### src/rtl/touch_dpad_sector_classifier_defines.svh
// assertion macros for the touch d-pad sector classifier
// expects signals named clk and rst_n in the module that uses them
`ifndef TOUCH_DPAD_SECTOR_CLASSIFIER_DEFINES_SVH
`define TOUCH_DPAD_SECTOR_CLASSIFIER_DEFINES_SVH

`ifndef SYNTHESIS
// same-cycle implication
`define TDSC_ASSERT_NOW(label, ante, cons) \
    label: assert property (@(posedge clk) disable iff (!rst_n) (ante) |-> (cons)) \
        else $error("tdsc assertion failed");
// next-cycle implication
`define TDSC_ASSERT_NEXT(label, ante, cons) \
    label: assert property (@(posedge clk) disable iff (!rst_n) (ante) |=> (cons)) \
        else $error("tdsc assertion failed");
`else
`define TDSC_ASSERT_NOW(label, ante, cons)
`define TDSC_ASSERT_NEXT(label, ante, cons)
`endif

`endif

### src/rtl/tdsc_pkg.sv
// shared types, codes and constants of the touch d-pad sector classifier
// no dependencies
`timescale 1ns / 1ps

package tdsc_pkg;

    localparam int COORD_BITS_DEF    = 12;
    localparam int FINGER_BITS_DEF   = 4;
    localparam int TAN_FRAC_BITS_DEF = 16;

    localparam int CFG_ADDR_BITS = 3;
    localparam int STATE_BITS    = 2;
    localparam int BTN_BITS      = 4;
    localparam int OUT_DATA_BITS = 8;

    // tan(pi/8) and 1/tan(pi/8) in Q32, rounded
    localparam logic [63:0] TAN_Q32 = 64'd1779033704;
    localparam logic [63:0] COT_Q32 = 64'd10368968296;

    localparam logic [BTN_BITS-1:0] BTN_NONE  = 4'b0000;
    localparam logic [BTN_BITS-1:0] BTN_UP    = 4'b0001;
    localparam logic [BTN_BITS-1:0] BTN_DOWN  = 4'b0010;
    localparam logic [BTN_BITS-1:0] BTN_LEFT  = 4'b0100;
    localparam logic [BTN_BITS-1:0] BTN_RIGHT = 4'b1000;

    typedef enum logic [CFG_ADDR_BITS-1:0] {
        CFG_CENTER_X    = 3'd0,
        CFG_CENTER_Y    = 3'd1,
        CFG_RADIUS      = 3'd2,
        CFG_DEAD_ZONE   = 3'd3,
        CFG_SECTOR_MODE = 3'd4,
        CFG_FLIP_X      = 3'd5,
        CFG_FLIP_Y      = 3'd6
    } cfg_index_t;

    typedef enum logic [STATE_BITS-1:0] {
        TS_OFF    = 2'd0,
        TS_DEAD   = 2'd1,
        TS_ACTIVE = 2'd2
    } touch_state_t;

    typedef struct packed {
        logic sector_mode;
        logic flip_x;
        logic flip_y;
    } cfg_mode_t;

    // round a Q32 constant to frac_bits fraction bits
    function automatic logic [63:0] q32_to_frac(input logic [63:0] q32, input int frac_bits);
        return (q32 + (64'd1 << (31 - frac_bits))) >> (32 - frac_bits);
    endfunction

endpackage

### src/rtl/tdsc_cfg.sv
// configuration register file; squares the radius and dead zone on write
// depends on tdsc_pkg
`timescale 1ns / 1ps

module tdsc_cfg
    import tdsc_pkg::*;
#(
    parameter int COORD_BITS = COORD_BITS_DEF
) (
    input  logic                      clk,
    input  logic                      rst_n,
    input  logic                      cfg_we,
    input  logic [CFG_ADDR_BITS-1:0]  cfg_addr,
    input  logic [COORD_BITS-1:0]     cfg_wdata,
    output logic [COORD_BITS-1:0]     center_x,
    output logic [COORD_BITS-1:0]     center_y,
    output logic [2*COORD_BITS-1:0]   radius_sq,
    output logic [2*COORD_BITS-1:0]   dead_sq,
    output cfg_mode_t                 mode
);

    localparam int SQ_BITS = 2 * COORD_BITS;

    logic [COORD_BITS-1:0] center_x_reg;
    logic [COORD_BITS-1:0] center_y_reg;
    logic [SQ_BITS-1:0]    radius_sq_reg;
    logic [SQ_BITS-1:0]    dead_sq_reg;
    cfg_mode_t             mode_reg;
    logic [SQ_BITS-1:0]    wdata_sq;

    assign wdata_sq = SQ_BITS'(cfg_wdata) * SQ_BITS'(cfg_wdata);

    always_ff @(posedge clk or negedge rst_n)
    begin
        if (!rst_n)
        begin
            center_x_reg  <= '0;
            center_y_reg  <= '0;
            radius_sq_reg <= '0;
            dead_sq_reg   <= '0;
            mode_reg      <= '0;
        end
        else if (cfg_we)
        begin
            unique case (cfg_addr)
                CFG_CENTER_X:    center_x_reg         <= cfg_wdata;
                CFG_CENTER_Y:    center_y_reg         <= cfg_wdata;
                CFG_RADIUS:      radius_sq_reg        <= wdata_sq;
                CFG_DEAD_ZONE:   dead_sq_reg          <= wdata_sq;
                CFG_SECTOR_MODE: mode_reg.sector_mode <= cfg_wdata[0];
                CFG_FLIP_X:      mode_reg.flip_x      <= cfg_wdata[0];
                CFG_FLIP_Y:      mode_reg.flip_y      <= cfg_wdata[0];
                default: ;
            endcase
        end
    end

    assign center_x  = center_x_reg;
    assign center_y  = center_y_reg;
    assign radius_sq = radius_sq_reg;
    assign dead_sq   = dead_sq_reg;
    assign mode      = mode_reg;

endmodule

### src/rtl/tdsc_geom.sv
// geometry stage: offsets from the centre, squares and sector-line products
// depends on tdsc_pkg
`timescale 1ns / 1ps

module tdsc_geom
    import tdsc_pkg::*;
#(
    parameter int COORD_BITS    = COORD_BITS_DEF,
    parameter int FINGER_BITS   = FINGER_BITS_DEF,
    parameter int TAN_FRAC_BITS = TAN_FRAC_BITS_DEF
) (
    input  logic                                     clk,
    input  logic                                     rst_n,
    input  logic                                     in_valid,
    output logic                                     in_ready,
    input  logic [FINGER_BITS-1:0]                   in_finger,
    input  logic [COORD_BITS-1:0]                    in_x,
    input  logic [COORD_BITS-1:0]                    in_y,
    input  logic [COORD_BITS-1:0]                    center_x,
    input  logic [COORD_BITS-1:0]                    center_y,
    input  cfg_mode_t                                mode,
    output logic                                     out_valid,
    input  logic                                     out_ready,
    output logic [FINGER_BITS-1:0]                   out_finger,
    output logic [2*COORD_BITS-1:0]                  sq_x,
    output logic [2*COORD_BITS-1:0]                  sq_y,
    output logic signed [COORD_BITS:0]               sx,
    output logic signed [COORD_BITS:0]               sy,
    output logic signed [COORD_BITS+TAN_FRAC_BITS+2:0] prod_tan,
    output logic signed [COORD_BITS+TAN_FRAC_BITS+2:0] prod_cot
);

    localparam int SQ_BITS = 2 * COORD_BITS;
    localparam int K_BITS  = TAN_FRAC_BITS + 2;
    localparam int P_BITS  = COORD_BITS + TAN_FRAC_BITS + 3;

    localparam logic [63:0] K_TAN_FULL = q32_to_frac(TAN_Q32, TAN_FRAC_BITS);
    localparam logic [63:0] K_COT_FULL = q32_to_frac(COT_Q32, TAN_FRAC_BITS);
    localparam logic signed [P_BITS-1:0] K_TAN = P_BITS'(K_TAN_FULL[K_BITS-1:0]);
    localparam logic signed [P_BITS-1:0] K_COT = P_BITS'(K_COT_FULL[K_BITS-1:0]);

    logic signed [COORD_BITS:0]   dx;
    logic signed [COORD_BITS:0]   dy;
    logic [COORD_BITS-1:0]        adx;
    logic [COORD_BITS-1:0]        ady;
    logic signed [COORD_BITS:0]   fx;
    logic signed [COORD_BITS:0]   fy;
    logic signed [P_BITS-1:0]     fx_ext;
    logic                         load;

    logic                         valid_reg;
    logic [FINGER_BITS-1:0]       finger_reg;
    logic [SQ_BITS-1:0]           sq_x_reg;
    logic [SQ_BITS-1:0]           sq_y_reg;
    logic signed [COORD_BITS:0]   sx_reg;
    logic signed [COORD_BITS:0]   sy_reg;
    logic signed [P_BITS-1:0]     prod_tan_reg;
    logic signed [P_BITS-1:0]     prod_cot_reg;

    assign dx = $signed({1'b0, in_x}) - $signed({1'b0, center_x});
    assign dy = $signed({1'b0, in_y}) - $signed({1'b0, center_y});

    // magnitude always fits in COORD_BITS
    assign adx = dx[COORD_BITS] ? COORD_BITS'(-dx) : dx[COORD_BITS-1:0];
    assign ady = dy[COORD_BITS] ? COORD_BITS'(-dy) : dy[COORD_BITS-1:0];

    assign fx     = mode.flip_x ? -dx : dx;
    assign fy     = mode.flip_y ? -dy : dy;
    assign fx_ext = P_BITS'(fx);

    assign in_ready = !valid_reg || out_ready;
    assign load     = in_valid && in_ready;

    always_ff @(posedge clk or negedge rst_n)
    begin
        if (!rst_n)
        begin
            valid_reg <= 1'b0;
        end
        else if (in_ready)
        begin
            valid_reg <= in_valid;
        end
    end

    always_ff @(posedge clk)
    begin
        if (load)
        begin
            finger_reg   <= in_finger;
            sq_x_reg     <= SQ_BITS'(adx) * SQ_BITS'(adx);
            sq_y_reg     <= SQ_BITS'(ady) * SQ_BITS'(ady);
            sx_reg       <= fx;
            sy_reg       <= fy;
            prod_tan_reg <= fx_ext * K_TAN;
            prod_cot_reg <= fx_ext * K_COT;
        end
    end

    assign out_valid  = valid_reg;
    assign out_finger = finger_reg;
    assign sq_x       = sq_x_reg;
    assign sq_y       = sq_y_reg;
    assign sx         = sx_reg;
    assign sy         = sy_reg;
    assign prod_tan   = prod_tan_reg;
    assign prod_cot   = prod_cot_reg;

endmodule

### src/rtl/tdsc_decide.sv
// decision stage: pad ownership, radius and dead-zone tests, sector buttons
// depends on tdsc_pkg and the assertion macro header
`timescale 1ns / 1ps
`include "touch_dpad_sector_classifier_defines.svh"

module tdsc_decide
    import tdsc_pkg::*;
#(
    parameter int COORD_BITS    = COORD_BITS_DEF,
    parameter int FINGER_BITS   = FINGER_BITS_DEF,
    parameter int TAN_FRAC_BITS = TAN_FRAC_BITS_DEF
) (
    input  logic                                       clk,
    input  logic                                       rst_n,
    input  logic                                       in_valid,
    output logic                                       in_ready,
    input  logic [FINGER_BITS-1:0]                     in_finger,
    input  logic [2*COORD_BITS-1:0]                    sq_x,
    input  logic [2*COORD_BITS-1:0]                    sq_y,
    input  logic signed [COORD_BITS:0]                 sx,
    input  logic signed [COORD_BITS:0]                 sy,
    input  logic signed [COORD_BITS+TAN_FRAC_BITS+2:0] prod_tan,
    input  logic signed [COORD_BITS+TAN_FRAC_BITS+2:0] prod_cot,
    input  logic [2*COORD_BITS-1:0]                    radius_sq,
    input  logic [2*COORD_BITS-1:0]                    dead_sq,
    input  cfg_mode_t                                  mode,
    output logic                                       out_valid,
    input  logic                                       out_ready,
    output logic [STATE_BITS-1:0]                      touch_state,
    output logic [BTN_BITS-1:0]                        buttons
);

    localparam int SQ_BITS = 2 * COORD_BITS;
    localparam int P_BITS  = COORD_BITS + TAN_FRAC_BITS + 3;

    logic                        out_valid_reg;
    touch_state_t                state_reg;
    touch_state_t                state_next;
    logic                        owner_valid_reg;
    logic                        owner_valid_next;
    logic [FINGER_BITS-1:0]      owner_finger_reg;
    logic [FINGER_BITS-1:0]      owner_finger_next;
    logic [BTN_BITS-1:0]         last_buttons_reg;
    logic [BTN_BITS-1:0]         last_buttons_next;

    logic                        load;
    logic                        other_finger;
    logic [SQ_BITS:0]            dist_sq;
    logic                        outside;
    logic                        in_dead;
    logic signed [P_BITS-1:0]    yq;
    logic signed [P_BITS:0]      sum_tan;
    logic signed [P_BITS:0]      sum_cot;
    logic signed [COORD_BITS+1:0] sum_xy;
    logic [3:0]                  pat8;
    logic [1:0]                  pat4;
    logic [BTN_BITS-1:0]         sector_btn;

    assign in_ready = !out_valid_reg || out_ready;
    assign load     = in_valid && in_ready;

    assign other_finger = owner_valid_reg && (owner_finger_reg != in_finger);

    assign dist_sq = {1'b0, sq_x} + {1'b0, sq_y};
    assign outside = dist_sq > {1'b0, radius_sq};
    assign in_dead = dist_sq < {1'b0, dead_sq};

    // y scaled to the tangent fixed point
    assign yq      = P_BITS'(sy) <<< TAN_FRAC_BITS;
    assign sum_tan = (P_BITS + 1)'(yq) + (P_BITS + 1)'(prod_tan);
    assign sum_cot = (P_BITS + 1)'(yq) + (P_BITS + 1)'(prod_cot);
    assign sum_xy  = (COORD_BITS + 2)'(sx) + (COORD_BITS + 2)'(sy);

    // eight sectors: above the mirrored and direct 22.5 / 67.5 degree lines
    assign pat8[0] = !sum_cot[P_BITS] && (sum_cot != '0);
    assign pat8[1] = !sum_tan[P_BITS] && (sum_tan != '0);
    assign pat8[2] = yq > prod_tan;
    assign pat8[3] = yq > prod_cot;

    // four sectors: the two diagonals
    assign pat4[0] = !sum_xy[COORD_BITS+1] && (sum_xy != '0);
    assign pat4[1] = sy > sx;

    always_comb
    begin
        sector_btn = BTN_NONE;
        if (mode.sector_mode)
        begin
            case (pat8)
                4'd0:    sector_btn = BTN_DOWN;
                4'd1:    sector_btn = BTN_DOWN | BTN_RIGHT;
                4'd3:    sector_btn = BTN_RIGHT;
                4'd7:    sector_btn = BTN_UP | BTN_RIGHT;
                4'd15:   sector_btn = BTN_UP;
                4'd14:   sector_btn = BTN_UP | BTN_LEFT;
                4'd12:   sector_btn = BTN_LEFT;
                4'd8:    sector_btn = BTN_DOWN | BTN_LEFT;
                default: sector_btn = BTN_NONE;
            endcase
        end
        else
        begin
            case (pat4)
                2'd0:    sector_btn = BTN_DOWN;
                2'd1:    sector_btn = BTN_RIGHT;
                2'd3:    sector_btn = BTN_UP;
                default: sector_btn = BTN_LEFT;
            endcase
        end
    end

    always_comb
    begin
        state_next        = TS_OFF;
        owner_valid_next  = owner_valid_reg;
        owner_finger_next = owner_finger_reg;
        last_buttons_next = last_buttons_reg;
        if (!other_finger)
        begin
            last_buttons_next = BTN_NONE;
            if (outside)
            begin
                owner_valid_next = 1'b0;
            end
            else
            begin
                owner_valid_next  = 1'b1;
                owner_finger_next = in_finger;
                if (in_dead)
                begin
                    state_next = TS_DEAD;
                end
                else
                begin
                    state_next        = TS_ACTIVE;
                    last_buttons_next = sector_btn;
                end
            end
        end
    end

    always_ff @(posedge clk or negedge rst_n)
    begin
        if (!rst_n)
        begin
            out_valid_reg    <= 1'b0;
            owner_valid_reg  <= 1'b0;
            owner_finger_reg <= '0;
            last_buttons_reg <= BTN_NONE;
        end
        else
        begin
            if (in_ready)
            begin
                out_valid_reg <= in_valid;
            end
            if (load)
            begin
                owner_valid_reg  <= owner_valid_next;
                owner_finger_reg <= owner_finger_next;
                last_buttons_reg <= last_buttons_next;
            end
        end
    end

    always_ff @(posedge clk)
    begin
        if (load)
        begin
            state_reg <= state_next;
        end
    end

    // the button field always mirrors the held button state
    assign out_valid   = out_valid_reg;
    assign touch_state = state_reg;
    assign buttons     = last_buttons_reg;

    `TDSC_ASSERT_NOW(a_dead_no_buttons, out_valid_reg && (state_reg == TS_DEAD), last_buttons_reg == BTN_NONE)
    `TDSC_ASSERT_NEXT(a_leave_clears_owner, load && !other_finger && outside, !owner_valid_reg)
    `TDSC_ASSERT_NEXT(a_reject_keeps_owner, load && other_finger, owner_valid_reg && (owner_finger_reg == $past(owner_finger_reg)))
    `TDSC_ASSERT_NOW(a_owner_only_on_item, $rose(owner_valid_reg), $past(load))

endmodule

### src/rtl/touch_dpad_sector_classifier.sv
// Touch d-pad sector classifier. Each item is one touch report (finger index,
// X, Y); each report yields exactly one result item (touch_state, buttons).
// The first finger landing inside the pad radius owns the pad; reports from
// any other finger get touch_state 0 and repeat the held buttons until the
// owner moves outside the radius. Inside the dead zone the state is 1 with no
// buttons, otherwise 2 with up/down/left/right bits from a 4- or 8-sector
// split (8-sector lines at 22.5 degrees with tangent constants rounded to
// TAN_FRAC_BITS fraction bits). One item is accepted per clock while the
// output is not stalled by m_tready; an item passes three registers: input
// register, geometry stage (offsets, squares, sector-line products),
// decision stage with the ownership register, which updates once per item
// in arrival order. Configuration must be written only while no item is in
// flight; the block itself does not enforce this.
// depends on tdsc_pkg, tdsc_cfg, tdsc_geom, tdsc_decide
`timescale 1ns / 1ps

module touch_dpad_sector_classifier
    import tdsc_pkg::*;
#(
    parameter int COORD_BITS    = COORD_BITS_DEF,
    parameter int FINGER_BITS   = FINGER_BITS_DEF,
    parameter int TAN_FRAC_BITS = TAN_FRAC_BITS_DEF
) (
    input  logic                                        clk,
    input  logic                                        rst_n,
    // configuration write port
    input  logic                                        cfg_we,
    input  logic [CFG_ADDR_BITS-1:0]                    cfg_addr,
    input  logic [COORD_BITS-1:0]                       cfg_wdata,
    // touch reports
    input  logic                                        s_tvalid,
    output logic                                        s_tready,
    // finger_index, touch_x, touch_y from bit 0 up, zero padded to bytes
    input  logic [((FINGER_BITS+2*COORD_BITS+7)/8)*8-1:0] s_tdata,
    // classification results
    output logic                                        m_tvalid,
    input  logic                                        m_tready,
    // touch_state (2), buttons (4) from bit 0 up, two zero bits on top
    output logic [OUT_DATA_BITS-1:0]                    m_tdata
);

    localparam int SQ_BITS = 2 * COORD_BITS;
    localparam int P_BITS  = COORD_BITS + TAN_FRAC_BITS + 3;

    // config
    logic [COORD_BITS-1:0]      center_x;
    logic [COORD_BITS-1:0]      center_y;
    logic [SQ_BITS-1:0]         radius_sq;
    logic [SQ_BITS-1:0]         dead_sq;
    cfg_mode_t                  mode;

    // input register
    logic                       in_valid_reg;
    logic [FINGER_BITS-1:0]     in_finger_reg;
    logic [COORD_BITS-1:0]      in_x_reg;
    logic [COORD_BITS-1:0]      in_y_reg;
    logic                       geom_ready;
    logic                       in_load;

    // geometry -> decision
    logic                       g_valid;
    logic                       dec_ready;
    logic [FINGER_BITS-1:0]     g_finger;
    logic [SQ_BITS-1:0]         g_sq_x;
    logic [SQ_BITS-1:0]         g_sq_y;
    logic signed [COORD_BITS:0] g_sx;
    logic signed [COORD_BITS:0] g_sy;
    logic signed [P_BITS-1:0]   g_prod_tan;
    logic signed [P_BITS-1:0]   g_prod_cot;

    logic [STATE_BITS-1:0]      res_state;
    logic [BTN_BITS-1:0]        res_buttons;

    tdsc_cfg #(
        .COORD_BITS (COORD_BITS)
    ) u_cfg (
        .clk       (clk),
        .rst_n     (rst_n),
        .cfg_we    (cfg_we),
        .cfg_addr  (cfg_addr),
        .cfg_wdata (cfg_wdata),
        .center_x  (center_x),
        .center_y  (center_y),
        .radius_sq (radius_sq),
        .dead_sq   (dead_sq),
        .mode      (mode)
    );

    // input register: frees the port while later stages are busy
    assign s_tready = !in_valid_reg || geom_ready;
    assign in_load  = s_tvalid && s_tready;

    always_ff @(posedge clk or negedge rst_n)
    begin
        if (!rst_n)
        begin
            in_valid_reg <= 1'b0;
        end
        else if (s_tready)
        begin
            in_valid_reg <= s_tvalid;
        end
    end

    always_ff @(posedge clk)
    begin
        if (in_load)
        begin
            in_finger_reg <= s_tdata[FINGER_BITS-1:0];
            in_x_reg      <= s_tdata[FINGER_BITS+COORD_BITS-1:FINGER_BITS];
            in_y_reg      <= s_tdata[FINGER_BITS+2*COORD_BITS-1:FINGER_BITS+COORD_BITS];
        end
    end

    tdsc_geom #(
        .COORD_BITS    (COORD_BITS),
        .FINGER_BITS   (FINGER_BITS),
        .TAN_FRAC_BITS (TAN_FRAC_BITS)
    ) u_geom (
        .clk        (clk),
        .rst_n      (rst_n),
        .in_valid   (in_valid_reg),
        .in_ready   (geom_ready),
        .in_finger  (in_finger_reg),
        .in_x       (in_x_reg),
        .in_y       (in_y_reg),
        .center_x   (center_x),
        .center_y   (center_y),
        .mode       (mode),
        .out_valid  (g_valid),
        .out_ready  (dec_ready),
        .out_finger (g_finger),
        .sq_x       (g_sq_x),
        .sq_y       (g_sq_y),
        .sx         (g_sx),
        .sy         (g_sy),
        .prod_tan   (g_prod_tan),
        .prod_cot   (g_prod_cot)
    );

    tdsc_decide #(
        .COORD_BITS    (COORD_BITS),
        .FINGER_BITS   (FINGER_BITS),
        .TAN_FRAC_BITS (TAN_FRAC_BITS)
    ) u_decide (
        .clk         (clk),
        .rst_n       (rst_n),
        .in_valid    (g_valid),
        .in_ready    (dec_ready),
        .in_finger   (g_finger),
        .sq_x        (g_sq_x),
        .sq_y        (g_sq_y),
        .sx          (g_sx),
        .sy          (g_sy),
        .prod_tan    (g_prod_tan),
        .prod_cot    (g_prod_cot),
        .radius_sq   (radius_sq),
        .dead_sq     (dead_sq),
        .mode        (mode),
        .out_valid   (m_tvalid),
        .out_ready   (m_tready),
        .touch_state (res_state),
        .buttons     (res_buttons)
    );

    assign m_tdata = {2'b00, res_buttons, res_state};

endmodule

### config.mk
export PLATFORM = sky130hd
export DESIGN_NAME = touch_dpad_sector_classifier
export DESIGN_NICKNAME = d
export VERILOG_FILES = /design/src/rtl/tdsc_pkg.sv /design/src/rtl/tdsc_cfg.sv /design/src/rtl/tdsc_geom.sv /design/src/rtl/tdsc_decide.sv /design/src/rtl/touch_dpad_sector_classifier.sv
export VERILOG_INCLUDE_DIRS = /design/src /design/src/rtl
export SDC_FILE = /design/constraint.sdc
export NUM_CORES = 2
export LEC_CHECK = 0
export BUFFER_PORTS_ARGS = -buffer_cell sky130_fd_sc_hd__buf_2
export CAP_MARGIN = 15
export CORE_ASPECT_RATIO = 2
export CORE_MARGIN = 3
export CORE_UTILIZATION = 50
export DETAILED_ROUTE_END_ITERATION = 7
export PLACE_DENSITY = 0.73
export SLEW_MARGIN = 0
export SYNTH_ARGS = -nofsm -noshare
export SYNTH_HDL_FRONTEND = slang
export SYNTH_SLANG_ARGS = --single-unit
### constraint.sdc
create_clock -name clk -period 10.3 [get_ports clk]
set_clock_uncertainty 0.1 [all_clocks]
set_input_delay 2.06 -clock clk [delete_from_list [all_inputs] [get_ports clk]]
set_output_delay 2.06 -clock clk [all_outputs]
set_load 0.01 [all_outputs]
# --- After elaboration in Yosys (flattened, before gate mapping) ---
# Memory sizes are Yosys's and may differ from the RTL's.
# Index checks and enable logic that the tools add are counted.
word_totals:
  output_inout_bits: 10
  regBits: 253
  romBits: 64
  input_bits: 52
  n_memories: 1
classes:
  n_reduce_logical: 31
  n_eq_ne: 9
  add_sub_neg: 8
  muxes: 10
  magnitude_cmp: 5
  n_mul: 5
  bitwise: 2
mem_list:
  columns: ["memory", "words", "word_bits", "rd", "rd_ports_with_merged_regs", "write_ports", "line", "source"]
  rows:
  - ["(no name shown)", 16, 4, 1, 0, 0, "tdsc_decide.sv:89", "case (pat8)"]
op_table:
  columns: ["cell", "n"]
  rows:
  - ["multiplier 12 x 12 -> 24 bit", 3]
  - ["nonzero test 32 bit", 2]
  - ["adder 29 x 31 -> 32 bit", 1]
  - ["greater-than comparator 29 x 31 -> 1 bit", 1]
  - ["adder 29 x 29 -> 30 bit", 1]
  - ["multiplier 13 x 18 -> 30 bit, second input constant", 1]
  - ["greater-than comparator 29 bit", 1]
  - ["multiplier 13 x 15 -> 28 bit, second input constant", 1]
  - ["two-way mux 13 bit", 2]
  - ["negator 13 bit", 2]
  - ["subtractor 12 x 12 -> 13 bit", 2]
  - ["adder 24 x 24 -> 25 bit", 1]
  - ["greater-than comparator 25 x 24 -> 1 bit", 1]
  - ["< comparator 25 x 24 -> 1 bit", 1]
  - ["two-way mux 12 bit", 2]
  - ["AND reduction 2 bit", 8]
  - ["adder 13 x 13 -> 14 bit", 1]
  - ["nonzero test 14 bit", 1]
  - ["greater-than comparator 13 bit", 1]
  - ["two-way mux 4 bit", 3]
  - ["one-hot mux 4 bit (3 select lines)", 1]
  - ["== test 3 bit, second input constant", 3]
  - ["logical AND 1 bit", 7]
  - ["== test 3 x 2 -> 1 bit, second input constant", 2]
  - ["13 further kinds", 21]

# --- Logic depth before layout (Yosys ltp) ---
logic_depth:
  word_depth: 8
  mapped_depth: 35

# --- Modules after synthesis ---
# A second synthesis with hierarchy kept.
unflattened:
  hier_cells: 3560
  area_unflattened_um2: 32834.0
modules_own_cells:
  columns: ["module", "n_inst", "cells_per_inst", "area_per_inst_um2", "seq_area_each_um2"]
  rows:
  - ["tdsc_geom", 1, 1820, 17873.4, 3448.3]
  - ["tdsc_cfg", 1, 762, 7139.3, 1826.8]
  - ["tdsc_decide", 1, 943, 6907.9, 310.3]
  - ["touch_dpad_sector_classifier", 1, 35, 913.4, 865.8]

# --- Worst setup path before layout ---
# Ideal clock, no wire load.
synth_path:
  kind: "flip-flop to flip-flop"
  startpoint: "register in_y_reg[0]"
  endpoint: "register u_geom.sq_y_reg[23], in the netlist u_geom.sq_y[23], data pin"
  stages_incl_launch_ff: 34
  n_path_buf: 1
  synth_period_minus_slack_ns: 8.289
  arrival_time_ns: 7.928
  path_slack_ns: 2.011
  setup_ns: 0.262
  cell_sequence: "edfxtp_1 inv_1 ha_1 inv_1 fa_1 a21o_1 a21o_1 a2111o_1 a311o_1 xor2_1 nand3b_1 nand3_1 xor2_1 buf_4 nor2_1 fa_1 inv_1 fa_1 inv_1 fa_1 fa_1 inv_1 fa_1 inv_1 ha_1 nand3_1 a211oi_1 or3_1 o311ai_0 o2111ai_1 nand4_1 a21boi_0 o22ai_1 xnor2_1"
synth_via:
  elab_chain_len: 4
synth_lines:
  columns: ["item", "line", "source"]
  rows:
  - ["start: declaration", "touch_dpad_sector_classifier.sv:56", "logic [COORD_BITS-1:0] in_y_reg;"]
  - ["start signal: assignment", "touch_dpad_sector_classifier.sv:111", "in_y_reg <= s_tdata[FINGER_BITS+2*COORD_BITS-1:FINGER_BITS+COORD_BITS];"]
  - ["subtractor 12 x 12 -> 13 bit (*)", "tdsc_geom.sv:61", "assign dy = $signed({1'b0, in_y}) - $signed({1'b0, center_y});"]
  - ["negator 13 bit", "tdsc_geom.sv:65", "assign ady = dy[COORD_BITS] ? COORD_BITS'(-dy) : dy[COORD_BITS-1:0];"]
  - ["two-way mux 12 bit (*)", "tdsc_geom.sv:65", null]
  - ["multiplier 12 x 12 -> 24 bit (*)", "tdsc_geom.sv:92", "sq_y_reg <= SQ_BITS'(ady) * SQ_BITS'(ady);"]
  - ["end signal: assignment", "tdsc_geom.sv:92", null]
  - ["end: declaration", "tdsc_geom.sv:54", "logic [SQ_BITS-1:0] sq_y_reg;"]
# Mark *: on every way between the ends. The rest lies on a longest branch, timed or not.
# A chain may end at the register's enable or synchronous reset.

# --- Worst setup path after layout ---
# Ends and elaborated chain as after synthesis.

==> metrics.yaml <==
placement:
  io_buffer_count: 55
  routabilityCongestion: 0.952
  placed_area_um2: 31800
  post-dp-hpwl_mm: 61.0
clock_network:
  cts_buffers: 23
  clk_pin_slew_worst_paths_ns: 0.07
  worstSkewPairLatency_ns: 0.55
  cts.sink_count: 229
  hold_buffers: 0
  h-tree-depth: 1
  cts_setup_buffers: 0
  cts_tree: "yes"
  ctsResizeCount: 0
  cts_root_buf: "clkbuf_16"
  clockBufferDepth: 3
min_path:
  hold_path_class: "register to register"
  whs_path_depth: 0
  min_from: "in_finger_reg[3]$_DFFE_PP_"
timing:
  slew_violations: 0
  hold_viol: 0
  max_freq_mhz: 109
  slew_headroom: 0.362
  tightest_slew_ns: 0.953
  finalSetupTns_ns: 0
  finalCritPeriodShare: 0.888
  final.min_clock_period_ns: 9.15
  rsz0062_at_grt: "false"
  setup_violations: 0
setup_path:
  max_stage_delay_ns: 0.56
  r2r_start: "in_y_reg[0]$_DFFE_PP_"
  crit_required_ns: 10.48
  arrival_ns: 9.33
  crit_start: "in_y_reg[0]$_DFFE_PP_"
  criticalPathCategory: "register to register"
  crit_slowest_cell: "fa_1"
  r2r_cells: 34
  cp_max_fo: 14
  critPathLaunchType: "register"
  end_kind: "register"
yosys:
  ys.warnings.count: 0
  avgSynthCellArea_um2: 9.38
  syn_area_um2: 30500
  ys_async_sr_fraction: 0.371
  ys.flop_type: "edfxtp_1"
  synth_cells: 3255
  yosysUniqueCellTypes: 86
  ys_seq_area_frac: 0.211
  synth_seq_cells: 229
  synth_edf_count: 144
die:
  dieArea_um2: 64200
  rows: 127
  pin_count: 62
  core-area_um2: 60200
  start_util: 0.507
  dieHeight_um: 355
  die_w_um: 181
status:
  outcome: "completed"
route:
  drtAntennaViolNets: 0
  drt_wl_total_mm: 73.7
  avgViaCountPerCell: 5.58
  drtIter0Drc: 1016
  vias: 22900
  dr.pass1.iters: 5
  drc: 0
  detail_route.wl_per_cell_um: 18.0
finish:
  drive_gt1_frac: 0.0586
  fillers: 5393
  fin_area_um2: 32600
  nets: 4146
  syn2layout_area_growth_pct: 6.97
  largest_reg_flops: 26
grt:
  gr-usage-all-layers: 0.232
  grt_pass1_vias: 24500
  grt_pass1_wl_mm: 121
  grt_overflow: 0
  grt_max_degree: 68
  antenna_found_initial: 3
flow_run:
  cap_violations: 0
[placed cells by master (no fill, tap or decap), drive strengths merged, types with 38 or more instances in the layout]
master    n
inv     638
ha      481
fa      301
nor2    228
nand2   200
edfxtp  144
o21ai   141
xnor2   132
a21oi   119
buf      92
dfrtp    85
and2     65
a21o     53
xor2     51
nor2b    46
nand3    46
nand2b   46
o21a     38
[cell families (layout without fill, tap and decap cells)]
| kind of cell | after synthesis | count (layout) | share of synthesized area |
|---|---|---|---|
| flip-flops | 229 | 229 | 0.211 |
| AND/OR/NAND/NOR | 780 | 780 | 0.124 |
| adder cells (fa/ha/maj) | 782 | 782 | 0.395 |
| buffers and inverters | 702 | 774 | 0.0871 |
| AO/OA/AOI/OAI | 551 | 551 | 0.120 |
| multiplexers | 27 | 27 | 0.00968 |
| XOR/XNOR | 183 | 183 | 0.0530 |
| other | 1 | 3 | 0.000123 |
[through the flow]
stage	worst slack (ns)	hold WS (ns)	utilization	std cells
after floorplan	2.01	0.300	-	3256
after global placement	1.30	0.304	0.528	4061
after detailed placement	1.19	0.307	0.528	4061
after CTS	1.14	0.322	0.542	4102
after global routing	0.617	0.329	0.542	4102
final	1.15	0.322	0.542	4103
[critical path: cells and delay by family (launching register included)]
kind	cells	cell delay [ns]
adders and majority gates	8	3.65
AOI/OAI and AO/OA	9	2.38
and+or+nand+nor	7	1.26
buffers and inverters	7	0.58
xor gates and xnor gates	3	0.55
DFF	1	0.37
[cells in the mapped netlist, types with 6 or more instances]
cell type    n  share of area
inv_1      637          0.078
ha_1       481           0.20
fa_1       301           0.20
nor2_1     228          0.028
nand2_1    199          0.024
edfxtp_1   144           0.14
o21ai_0    138          0.023
xnor2_1    131          0.038
a21oi_1    117          0.019
dfrtp_1     85          0.070
and2_1      64          0.013
a21o_1      53          0.013
clkbuf_1    53         0.0065
xor2_1      50          0.014
nand2b_1    46         0.0094
nand3_1     46         0.0075
nor2b_1     46         0.0094
o21a_1      38         0.0093
nor3_1      30         0.0049
or3_1       26         0.0053
a211oi_1    25         0.0061
nand4_1     21         0.0043
mux2_2      20         0.0074
or2_2       20         0.0041
o21bai_1    19         0.0047
o211ai_1    17         0.0042
a31oi_1     14         0.0029
nor4_1      13         0.0027
a2111oi_0   12         0.0034
o31ai_1     11         0.0027
a211o_1      9         0.0026
o2111ai_1    9         0.0026
o31a_1       9         0.0026
a21boi_0     8         0.0020
and3_1       7         0.0014
mux2i_1      7         0.0023
nor3b_1      6         0.0015
or4_1        6         0.0015
[per-layer routing]
layer | global-route usage | share of wire | up-vias
met4 | 0.142 | 0.075 | 2
li1 | - | - | 10900
met5 | 0 | 0.00015 | -
met2 | 0.440 | 0.53 | 522
met1 | 0.245 | 0.36 | 11200
met3 | 0.0214 | 0.035 | 267
[final timing paths]
kind,end,slack (ns)
min in group asynchronous,u_cfg.dead_sq[23]$_DFFE_PN0P_,1.27
worst max-delay path,u_geom.sq_y[23]$_DFFE_PP_,1.15
worst min-delay path,u_geom.out_finger[3]$_DFFE_PP_,0.32
worst max register to register,u_geom.sq_y[23]$_DFFE_PP_,1.15
worst min register to register,u_geom.out_finger[3]$_DFFE_PP_,0.32
max in group asynchronous,u_cfg.center_x[9]$_DFFE_PN0P_,7.60
[area by class of cell]
type	instances	area, um2	share of cell area
clock buffer	28	636	0.0195
timing repair buffer	92	556	0.0170
multi-input combinational	2325	21400	0.656
tap	774	968	0.0297
inverter	641	2410	0.0737
sequential	229	6450	0.198
clock inverter	13	200	0.00613
antenna	1	2.50	0.0000766
Power is not shown: default switching activity piles up to over one toggle a cycle in this logic, so the estimate is an artifact.
